--- src/hdl/irt_pkg.sv ---
// ----------------------------------------------------------------------------
// irt_pkg
// Types and constants shared by the interval range table blocks.
// ----------------------------------------------------------------------------
package irt_pkg;

    localparam int KEY_W = 32;
    localparam int VAL_W = 8;

    localparam logic       CMD_ASSIGN = 1'b0;
    localparam logic       CMD_LOOKUP = 1'b1;

    localparam logic [1:0] STAT_DONE  = 2'd0;
    localparam logic [1:0] STAT_EMPTY = 2'd1;
    localparam logic [1:0] STAT_FULL  = 2'd2;

    typedef struct packed {
        logic                    command;
        logic signed [KEY_W-1:0] key_begin;
        logic signed [KEY_W-1:0] key_end;
        logic [VAL_W-1:0]        new_value;
    } irt_in_t;

    typedef struct packed {
        logic [VAL_W-1:0] read_value;
        logic [1:0]       status;
    } irt_out_t;

    typedef struct packed {
        logic lt;
        logic eq;
    } irt_cmp_t;

endpackage

--- src/hdl/irt_key_cmp.sv ---
// ----------------------------------------------------------------------------
// irt_key_cmp
// Shared signed key comparator used by the sequencer for every key test.
// ----------------------------------------------------------------------------
module irt_key_cmp
    import irt_pkg::*;
(
    input  logic signed [KEY_W-1:0] a,
    input  logic signed [KEY_W-1:0] b,
    output irt_cmp_t                res
);

    assign res.lt = (a < b);
    assign res.eq = (a == b);

endmodule

--- src/hdl/irt_table_mem.sv ---
// ----------------------------------------------------------------------------
// irt_table_mem
// Boundary key/value storage: one write port, one registered read port.
// ----------------------------------------------------------------------------
module irt_table_mem
    import irt_pkg::*;
#(
    parameter int DEPTH = 32,
    parameter int AW    = 5
)
(
    input  logic                    clk,
    input  logic                    we,
    input  logic [AW-1:0]           waddr,
    input  logic signed [KEY_W-1:0] wkey,
    input  logic [VAL_W-1:0]        wval,
    input  logic [AW-1:0]           raddr,
    output logic signed [KEY_W-1:0] rkey,
    output logic [VAL_W-1:0]        rval
);

    logic signed [KEY_W-1:0] key_mem [DEPTH];
    logic [VAL_W-1:0]        val_mem [DEPTH];

    always_ff @(posedge clk)
    begin
        if (we)
        begin
            key_mem[waddr] <= wkey;
            val_mem[waddr] <= wval;
        end
        rkey <= key_mem[raddr];
        rval <= val_mem[raddr];
    end

endmodule

--- src/hdl/interval_range_table_unit.sv ---
// ----------------------------------------------------------------------------
// interval_range_table_unit
// Sorted boundary table with range assign and point lookup.
// ----------------------------------------------------------------------------
// Usage:
//   in_valid/in_ready carry one command per transfer: assign new_value over
//   [key_begin, key_end) or look up key_begin. Each transfer yields exactly
//   one result transfer on out_valid/out_ready (read_value, status).
//   cfg_we/cfg_wdata write the default value; write only while idle.
// Sequencing:
//   A lookup scans every entry in the table (one shared comparator, one
//   memory read per entry). An assign also scans the entries, then shifts
//   the tail one entry at a time when its position changes. An empty
//   range is answered without a scan. in_ready is high only when the
//   sequencer is idle.
// Reset:
//   The table empties (entry count zero), default value 0, no result pending.
// Stall:
//   A finished result waits in the output register; the next command is
//   accepted meanwhile, and its result waits until the register is free.
// ----------------------------------------------------------------------------
module interval_range_table_unit
    import irt_pkg::*;
#(
    parameter int TABLE_DEPTH = 32
)
(
    input  logic             clk,
    input  logic             rst_n,
    input  logic             in_valid,
    output logic             in_ready,
    input  irt_in_t          in_data,
    output logic             out_valid,
    input  logic             out_ready,
    output irt_out_t         out_data,
    input  logic             cfg_we,
    input  logic [VAL_W-1:0] cfg_wdata
);

    localparam int AW = $clog2(TABLE_DEPTH);
    localparam int CW = $clog2(TABLE_DEPTH + 1);
    localparam logic [CW:0] DEPTH_C = (CW+1)'(TABLE_DEPTH);

    typedef enum logic [3:0] {
        S_IDLE, S_CHECK, S_SCAN_RD, S_SCAN_B, S_SCAN_E, S_PLAN,
        S_MV_NX, S_MV_RD, S_MV_WR, S_WR_B, S_WR_E, S_DONE
    } state_t;

    state_t            state_reg, state_next;
    irt_in_t           item_reg, item_next;
    logic [CW-1:0]     count_reg, count_next;
    logic [CW-1:0]     i_reg, i_next;
    logic [CW-1:0]     lo_reg, lo_next;
    logic [CW-1:0]     hi_reg, hi_next;
    logic [CW-1:0]     off_reg, off_next;
    logic [CW:0]       total_reg, total_next;
    logic [AW-1:0]     addr_reg, addr_next;
    logic [VAL_W-1:0]  left_reg, left_next;
    logic [VAL_W-1:0]  right_reg, right_next;
    logic              pb_reg, pb_next;
    logic              pe_reg, pe_next;
    logic              up_reg, up_next;
    irt_out_t          res_reg, res_next;
    logic              out_valid_reg, out_valid_next;
    irt_out_t          out_reg, out_next;
    logic [VAL_W-1:0]  default_reg;

    logic signed [KEY_W-1:0] cmp_a, cmp_b;
    irt_cmp_t                cmp;
    logic signed [KEY_W-1:0] rkey;
    logic [VAL_W-1:0]        rval;
    logic                    we;
    logic [AW-1:0]           waddr;
    logic signed [KEY_W-1:0] wkey;
    logic [VAL_W-1:0]        wval;

    logic                    pb_c, pe_c;
    logic [CW:0]             tot_c, newpos_c, dst_c;

    irt_key_cmp u_cmp (
        .a   (cmp_a),
        .b   (cmp_b),
        .res (cmp)
    );

    irt_table_mem #(
        .DEPTH (TABLE_DEPTH),
        .AW    (AW)
    ) u_mem (
        .clk   (clk),
        .we    (we),
        .waddr (waddr),
        .wkey  (wkey),
        .wval  (wval),
        .raddr (addr_reg),
        .rkey  (rkey),
        .rval  (rval)
    );

    always_comb
    begin
        cmp_a = rkey;
        cmp_b = item_reg.key_begin;
        if (state_reg == S_CHECK)
        begin
            cmp_a = item_reg.key_begin;
            cmp_b = item_reg.key_end;
        end
        else if (state_reg == S_SCAN_E)
        begin
            cmp_b = item_reg.key_end;
        end
    end

    assign pb_c     = (item_reg.new_value != left_reg);
    assign pe_c     = (right_reg != item_reg.new_value);
    assign tot_c    = {1'b0, count_reg} - {1'b0, hi_reg} + {1'b0, lo_reg}
                      + (CW+1)'(pb_c) + (CW+1)'(pe_c);
    assign newpos_c = {1'b0, lo_reg} + (CW+1)'(pb_c) + (CW+1)'(pe_c);
    assign dst_c    = up_reg ? ((CW+1)'(addr_reg) - {1'b0, off_reg})
                             : ((CW+1)'(addr_reg) + {1'b0, off_reg});

    // memory write port
    always_comb
    begin
        we    = 1'b0;
        waddr = dst_c[AW-1:0];
        wkey  = rkey;
        wval  = rval;
        unique case (state_reg)
            S_MV_WR:
            begin
                we = 1'b1;
            end
            S_WR_B:
            begin
                we    = pb_reg;
                waddr = lo_reg[AW-1:0];
                wkey  = item_reg.key_begin;
                wval  = item_reg.new_value;
            end
            S_WR_E:
            begin
                we    = pe_reg;
                waddr = lo_reg[AW-1:0] + AW'(pb_reg);
                wkey  = item_reg.key_end;
                wval  = right_reg;
            end
            default:
            begin
                we = 1'b0;
            end
        endcase
    end

    always_comb
    begin
        state_next     = state_reg;
        item_next      = item_reg;
        count_next     = count_reg;
        i_next         = i_reg;
        lo_next        = lo_reg;
        hi_next        = hi_reg;
        off_next       = off_reg;
        total_next     = total_reg;
        addr_next      = addr_reg;
        left_next      = left_reg;
        right_next     = right_reg;
        pb_next        = pb_reg;
        pe_next        = pe_reg;
        up_next        = up_reg;
        res_next       = res_reg;
        out_valid_next = out_valid_reg;
        out_next       = out_reg;

        if (out_valid_reg && out_ready)
        begin
            out_valid_next = 1'b0;
        end

        unique case (state_reg)
            S_IDLE:
            begin
                if (in_valid)
                begin
                    item_next  = in_data;
                    state_next = S_CHECK;
                end
            end
            S_CHECK:
            begin
                i_next     = '0;
                lo_next    = '0;
                hi_next    = '0;
                left_next  = default_reg;
                right_next = default_reg;
                addr_next  = '0;
                if (item_reg.command == CMD_ASSIGN && !cmp.lt)
                begin
                    res_next   = '{read_value: '0, status: STAT_EMPTY};
                    state_next = S_DONE;
                end
                else if (count_reg == '0)
                begin
                    state_next = S_PLAN;
                end
                else
                begin
                    state_next = S_SCAN_RD;
                end
            end
            S_SCAN_RD:
            begin
                state_next = S_SCAN_B;
            end
            S_SCAN_B, S_SCAN_E:
            begin
                if (state_reg == S_SCAN_E)
                begin
                    if (cmp.lt || cmp.eq)
                    begin
                        hi_next    = i_reg + 1'b1;
                        right_next = rval;
                    end
                end
                else if (cmp.lt || (cmp.eq && item_reg.command == CMD_LOOKUP))
                begin
                    lo_next   = i_reg + 1'b1;
                    left_next = rval;
                end
                if (state_reg == S_SCAN_B && item_reg.command == CMD_ASSIGN)
                begin
                    state_next = S_SCAN_E;
                end
                else if (i_reg + 1'b1 == count_reg)
                begin
                    state_next = S_PLAN;
                end
                else
                begin
                    i_next     = i_reg + 1'b1;
                    addr_next  = i_next[AW-1:0];
                    state_next = S_SCAN_RD;
                end
            end
            S_PLAN:
            begin
                pb_next    = pb_c;
                pe_next    = pe_c;
                total_next = tot_c;
                if (item_reg.command == CMD_LOOKUP)
                begin
                    res_next   = '{read_value: left_reg, status: STAT_DONE};
                    state_next = S_DONE;
                end
                else if (tot_c > DEPTH_C)
                begin
                    res_next   = '{read_value: '0, status: STAT_FULL};
                    state_next = S_DONE;
                end
                else
                begin
                    // tail moves toward higher slots: walk it from the top down
                    if (newpos_c > {1'b0, hi_reg})
                    begin
                        up_next  = 1'b0;
                        off_next = CW'(newpos_c - {1'b0, hi_reg});
                        i_next   = count_reg;
                    end
                    else
                    begin
                        up_next  = 1'b1;
                        off_next = CW'({1'b0, hi_reg} - newpos_c);
                        i_next   = hi_reg;
                    end
                    state_next = (newpos_c == {1'b0, hi_reg}) ? S_WR_B : S_MV_NX;
                end
            end
            S_MV_NX:
            begin
                if (!up_reg && i_reg > hi_reg)
                begin
                    i_next     = i_reg - 1'b1;
                    addr_next  = i_next[AW-1:0];
                    state_next = S_MV_RD;
                end
                else if (up_reg && i_reg < count_reg)
                begin
                    addr_next  = i_reg[AW-1:0];
                    i_next     = i_reg + 1'b1;
                    state_next = S_MV_RD;
                end
                else
                begin
                    state_next = S_WR_B;
                end
            end
            S_MV_RD:
            begin
                state_next = S_MV_WR;
            end
            S_MV_WR:
            begin
                state_next = S_MV_NX;
            end
            S_WR_B:
            begin
                state_next = S_WR_E;
            end
            S_WR_E:
            begin
                count_next = total_reg[CW-1:0];
                res_next   = '{read_value: '0, status: STAT_DONE};
                state_next = S_DONE;
            end
            S_DONE:
            begin
                if (!out_valid_reg || out_ready)
                begin
                    out_next       = res_reg;
                    out_valid_next = 1'b1;
                    state_next     = S_IDLE;
                end
            end
            default:
            begin
                state_next = S_IDLE;
            end
        endcase
    end

    always_ff @(posedge clk or negedge rst_n)
    begin
        if (!rst_n)
        begin
            state_reg     <= S_IDLE;
            item_reg      <= '0;
            count_reg     <= '0;
            i_reg         <= '0;
            lo_reg        <= '0;
            hi_reg        <= '0;
            off_reg       <= '0;
            total_reg     <= '0;
            addr_reg      <= '0;
            left_reg      <= '0;
            right_reg     <= '0;
            pb_reg        <= 1'b0;
            pe_reg        <= 1'b0;
            up_reg        <= 1'b0;
            res_reg       <= '0;
            out_valid_reg <= 1'b0;
            out_reg       <= '0;
            default_reg   <= '0;
        end
        else
        begin
            state_reg     <= state_next;
            item_reg      <= item_next;
            count_reg     <= count_next;
            i_reg         <= i_next;
            lo_reg        <= lo_next;
            hi_reg        <= hi_next;
            off_reg       <= off_next;
            total_reg     <= total_next;
            addr_reg      <= addr_next;
            left_reg      <= left_next;
            right_reg     <= right_next;
            pb_reg        <= pb_next;
            pe_reg        <= pe_next;
            up_reg        <= up_next;
            res_reg       <= res_next;
            out_valid_reg <= out_valid_next;
            out_reg       <= out_next;
            if (cfg_we)
            begin
                default_reg <= cfg_wdata;
            end
        end
    end

    assign in_ready  = (state_reg == S_IDLE);
    assign out_valid = out_valid_reg;
    assign out_data  = out_reg;

    a_count_bound: assert property (@(posedge clk) disable iff (!rst_n)
        count_reg <= CW'(TABLE_DEPTH))
        else $error("entry count beyond table depth");

    a_status_code: assert property (@(posedge clk) disable iff (!rst_n)
        out_valid |-> out_data.status <= STAT_FULL)
        else $error("illegal status code");

    a_assign_zero: assert property (@(posedge clk) disable iff (!rst_n)
        (out_valid && out_data.status != STAT_DONE) |-> out_data.read_value == '0)
        else $error("rejected assign carries a value");

    a_busy_after_take: assert property (@(posedge clk) disable iff (!rst_n)
        (in_valid && in_ready) |=> !in_ready)
        else $error("sequencer took a second command at once");

    a_count_only_on_write: assert property (@(posedge clk) disable iff (!rst_n)
        (state_reg != S_WR_E) |=> $stable(count_reg))
        else $error("entry count changed outside commit");

endmodule
--- config.mk ---
export PLATFORM = sky130hd
export DESIGN_NAME = interval_range_table_unit
export DESIGN_NICKNAME = d
export VERILOG_FILES = /design/src/hdl/irt_pkg.sv /design/src/hdl/irt_key_cmp.sv /design/src/hdl/irt_table_mem.sv /design/src/hdl/interval_range_table_unit.sv
export SDC_FILE = /design/constraint.sdc
export NUM_CORES = 2
export LEC_CHECK = 0
export BUFFER_PORTS_ARGS = -buffer_cell sky130_fd_sc_hd__buf_2
export CORE_ASPECT_RATIO = 1.1
export CORE_UTILIZATION = 40
export CTS_BUF_LIST = sky130_fd_sc_hd__clkbuf_8
export DETAILED_ROUTE_END_ITERATION = 16
export SLEW_MARGIN = 20
export SYNTH_ARGS = -nofsm -noshare
export SYNTH_HDL_FRONTEND = slang
export SYNTH_SLANG_ARGS = --single-unit
export TNS_END_PERCENT = 1
--- constraint.sdc ---
create_clock -name clk -period 6.6 [get_ports clk]
set_input_delay 0.99 -clock clk [delete_from_list [all_inputs] [get_ports clk]]
set_output_delay 0.99 -clock clk [all_outputs]
set_load 0.01 [all_outputs]
==> impl_metrics.csv <==
group,metric,value,unit
outcome,outcome,"complete, no violations",
floorplanning,design.core.area,0.1528,mm2
synth,synthesis.area,0.06182,mm2
floorplanning,design.die.area,0.1561,mm2
cells_and_area,layout-drive-gt1-share,31.38,%
synth,synth_enable_flop_cells,1280,
flow_run,maxCapViolations,0,
critical_path,timing.critical_path.slowest_cell_delay,0.83,ns
power_and_ir_drop,total_power,34.58,mW
clock_network,later_pin_clock_latency_in_the_skew_report,0.99,ns
placed_design,dpl.cell_count,5376,
synth,seq_area_frac_synth,70.15,%
critical_path,slowest_stage_cell_on_the_critical_path,"a21oi_1",
route,route.vias.total,33230,
placed_design,gp_routability_congestion,0.8456,
synth,ys_types,87,
timing,max-slew-margin-rel,23.22,%
power_and_ir_drop,p_leak,23.43,nW
clock_network,tritoncts,"built",
clock_network,clock_buffer_depth,3,
power_and_ir_drop,powerDensity,492.8,mW/mm2
cells_and_area,largest_reg_flops,1024,
timing,final.period_utilization,83.53,%
clock_network,cts_sinks,1485,
synth,synth_top_family_by_area,"multiplexers",
synth,post-synth-top-area-cell,"edfxtp_1",
timing,timing.final.crit_period,5.513,ns
placed_design,port_buffers,97,
synth,netlist_top_cells_area,"edfxtp_1 (62%), mux4_2 (15%), dfrtp_1 (6.7%)",
timing,rsz0062_at_grt,"false",
timing,timing.final.hold_violations,0,
route,detail_route.vias_per_cell,5.716,
synth,complex_gate_fraction_of_the_synthesized_area,3.594,%
critical_path,timing.critical_path.from_type,"flop",
route,drt-wirelength-per-cell,27.93,um
route,detail_route.first_pass.iterations,5,
critical_path,list_of_cells_traversed_by_the_critical_path,"nor2_1 > nand2_1 > nor2_4 > nor2_4 > buf_4 > mux2i_1 > ha_1 > nand4_1 > nor3_1 > nand3_1 > nand2_1 > nor2_1 > a21oi_1 > o221a_2",
clock_network,clock-root-buffer,"clkbuf_8",
synth,synthSimpleGateAreaFrac,3.627,%
synth,synthesis.nets,3472,
synth,synth_xor_xnor_area_share,0.6922,%
grt,grt_overflow,0,
timing,maxClockFrequency,181.4,MHz
power_and_ir_drop,largest_voltage_drop_on_the_vdd_net,311.6,uV
clock_network,cts_buf_count,232,
critical_path,timing_worst_setup_path_type,"flop to flop",
route,drc,0,
hold_path,hp-start,"in_data[72]",
critical_path,cp-startpoint,"state_reg[2]",
placed_design,hpwlAfterDp,97290,um
route,final_antenna_net_count,0,
critical_path,category_of_the_worst_setup_path_capture_point,"flop",
synth,synth_adder_area_share,1.935,%
synth,synth_top_area_share,62.17,%
synth,postSynthCellCount,3297,
clock_network,cts_setup_buffers,0,
critical_path,cp.required,7.51,ns
route,wl,162400,um
floorplanning,initial_utilization,40.47,%
grt,grt_use_total,20.88,%
cells_and_area,layout_common_cells,"edfxtp_1 (1280), mux4_2 (400), clkbuf_8 (253)",
synth,ys.warnings.count,0,
timing,finalSetupViolCount,0,
floorplanning,die_w,376.8,um
timing,least_margin_pin_slew,1.152,ns
critical_path,crit_arrival,6.42,ns
clock_network,worst_setup_hold_path_clk_slew,0.06,ns
synth,synthArstFlopShare,11.11,%
timing,totalNegativeSetupSlack,0,ns
synth,synth_top_flop_cell,"edfxtp_1",
critical_path,count_of_buffer_and_inverter_cells_on_the_critical_path,1,
cells_and_area,syn_to_final_growth,13.50,%
grt,maximum_number_of_pins_on_one_net_before_global_route_repair,124,
timing,fin_skew,0.07547,ns
timing,final-max-slew-violation-count,0,
grt,grt_first_pass_wirelength,234900,um
cells_and_area,most_common_cell_after_layout_fill_and_taps_aside,"edfxtp_1",
floorplanning,design.portCount,98,
cells_and_area,finalNonFillerCells,5814,
synth,synthesis.area_per_instance,18.75,um2
cells_and_area,final_net_count,3734,
route,drt-initial-drc-count,3483,
grt,vias_in_the_first_global_route,33130,
critical_path,path_delay_family,"simple AND/OR/NAND/NOR gates",
critical_path,worstPathMaxFanout,21,
grt,grt_antenna_before_repair,8,
clock_network,cts.htree.levels,4,
critical_path,r2r-start,"state_reg[2]",
synth,mux_share_of_post_synthesis_cell_area,18.40,%
floorplanning,rows,150,
hold_path,worstHoldPathType,"primary input to flop",
synth,ys_seq_elements,1485,
floorplanning,die_h,414.3,um
-- cells in the mapped netlist (all sizes together), types with 3 or more instances --
| library cell | number |
|---|---|
| o221a | 10 |
| mux2i | 48 |
| inv | 47 |
| dfxtp | 40 |
| xnor2 | 32 |
| a31oi | 4 |
| o21a | 6 |
| a211oi | 5 |
| o2bb2ai | 3 |
| mux4 | 400 |
| or3 | 53 |
| a21o | 8 |
| nor4 | 4 |
| buf | 60 |
| nand3b | 3 |
| edfxtp | 1280 |
| nor3 | 11 |
| o211ai | 7 |
| and2 | 3 |
| o32ai | 3 |
| nor2 | 172 |
| nor2b | 13 |
| a22oi | 11 |
| nand2b | 9 |
| clkbuf | 122 |
| a21oi | 123 |
| ha | 78 |
| nand2 | 174 |
| nand3 | 15 |
| dfrtp | 165 |
| and3 | 6 |
| xor2 | 9 |
| or2 | 5 |
| mux2 | 163 |
| o221ai | 5 |
| fa | 11 |
| nand4 | 16 |
| o21ai | 89 |
| o22ai | 46 |
-- layer usage --
metal / global-route usage, % / vias to the layer above / routed length [um]
met5: 0 / - / 0
met4: 5.291 / 0 / 3334
met3: 4.475 / 229 / 12870
met2: 31.72 / 1435 / 75840
met1: 30.59 / 17660 / 70330
li1: - / 13910 / -
-- area by class of cell --
type | instances | area, um2
antenna | 2 | 5.005
timing repair buffer | 210 | 1558
clock inverter | 183 | 1150
tap | 2052 | 2567
fill | 13090 | 82600
multi-input combinational | 1583 | 17850
inverter | 47 | 176.4
clock buffer | 252 | 3468
sequential | 1485 | 43390
-- logic make-up after synthesis --
family | Yosys count
AND/OR/NAND/NOR | 491
buffers and inverters | 229
XOR/XNOR | 44
multiplexers | 611
flip-flops | 1485
AO/OA/AOI/OAI | 348
adder cells (fa/ha/maj) | 89
-- per-stage QoR --
step | hold slack [ns] | cell area [um2] | setup slack (ns) | util (%)
after global routing | 0.1489 | 70170 | 0.9333 | 45.93
final | 0.2263 | 70170 | 1.087 | 45.93
after CTS | 0.1037 | 70160 | 1.346 | 45.93
after global placement | 0.4624 | 65530 | 1.401 | 42.89
after floorplan | 0.4401 | 61820 | 1.831 | -
after detailed placement | 0.4628 | 65530 | 1.372 | 42.90
-- worst paths after layout --
kind / cells after the start / slack (ns) / endpoint
min in group asynchronous: 2 / 0.64 / item_reg[72]
max in group asynchronous: 3 / 4.58 / item_reg[12]
worst min register to register: 2 / 0.49 / total_reg[4]
worst min-delay path: 2 / 0.23 / item_reg[72]
worst max register to register: 14 / 1.09 / right_reg[1]
worst max-delay path: 14 / 1.09 / right_reg[1]
-- power breakdown --
part / switching, mW / internal [mW]
clock: 3.76 / 3.92
sequential: 1.37 / 13.5
combinational: 7.49 / 4.55
total: 12.6 / 22.0
-- timing repair --
item | CTS | global route
hold buffers | 1 | 0
gates resized for setup | 0 | 0
endpoints found under the setup margin | 0 | 0
hold endpoints to repair | 26 | 0
(Power assumes the default switching activity.)
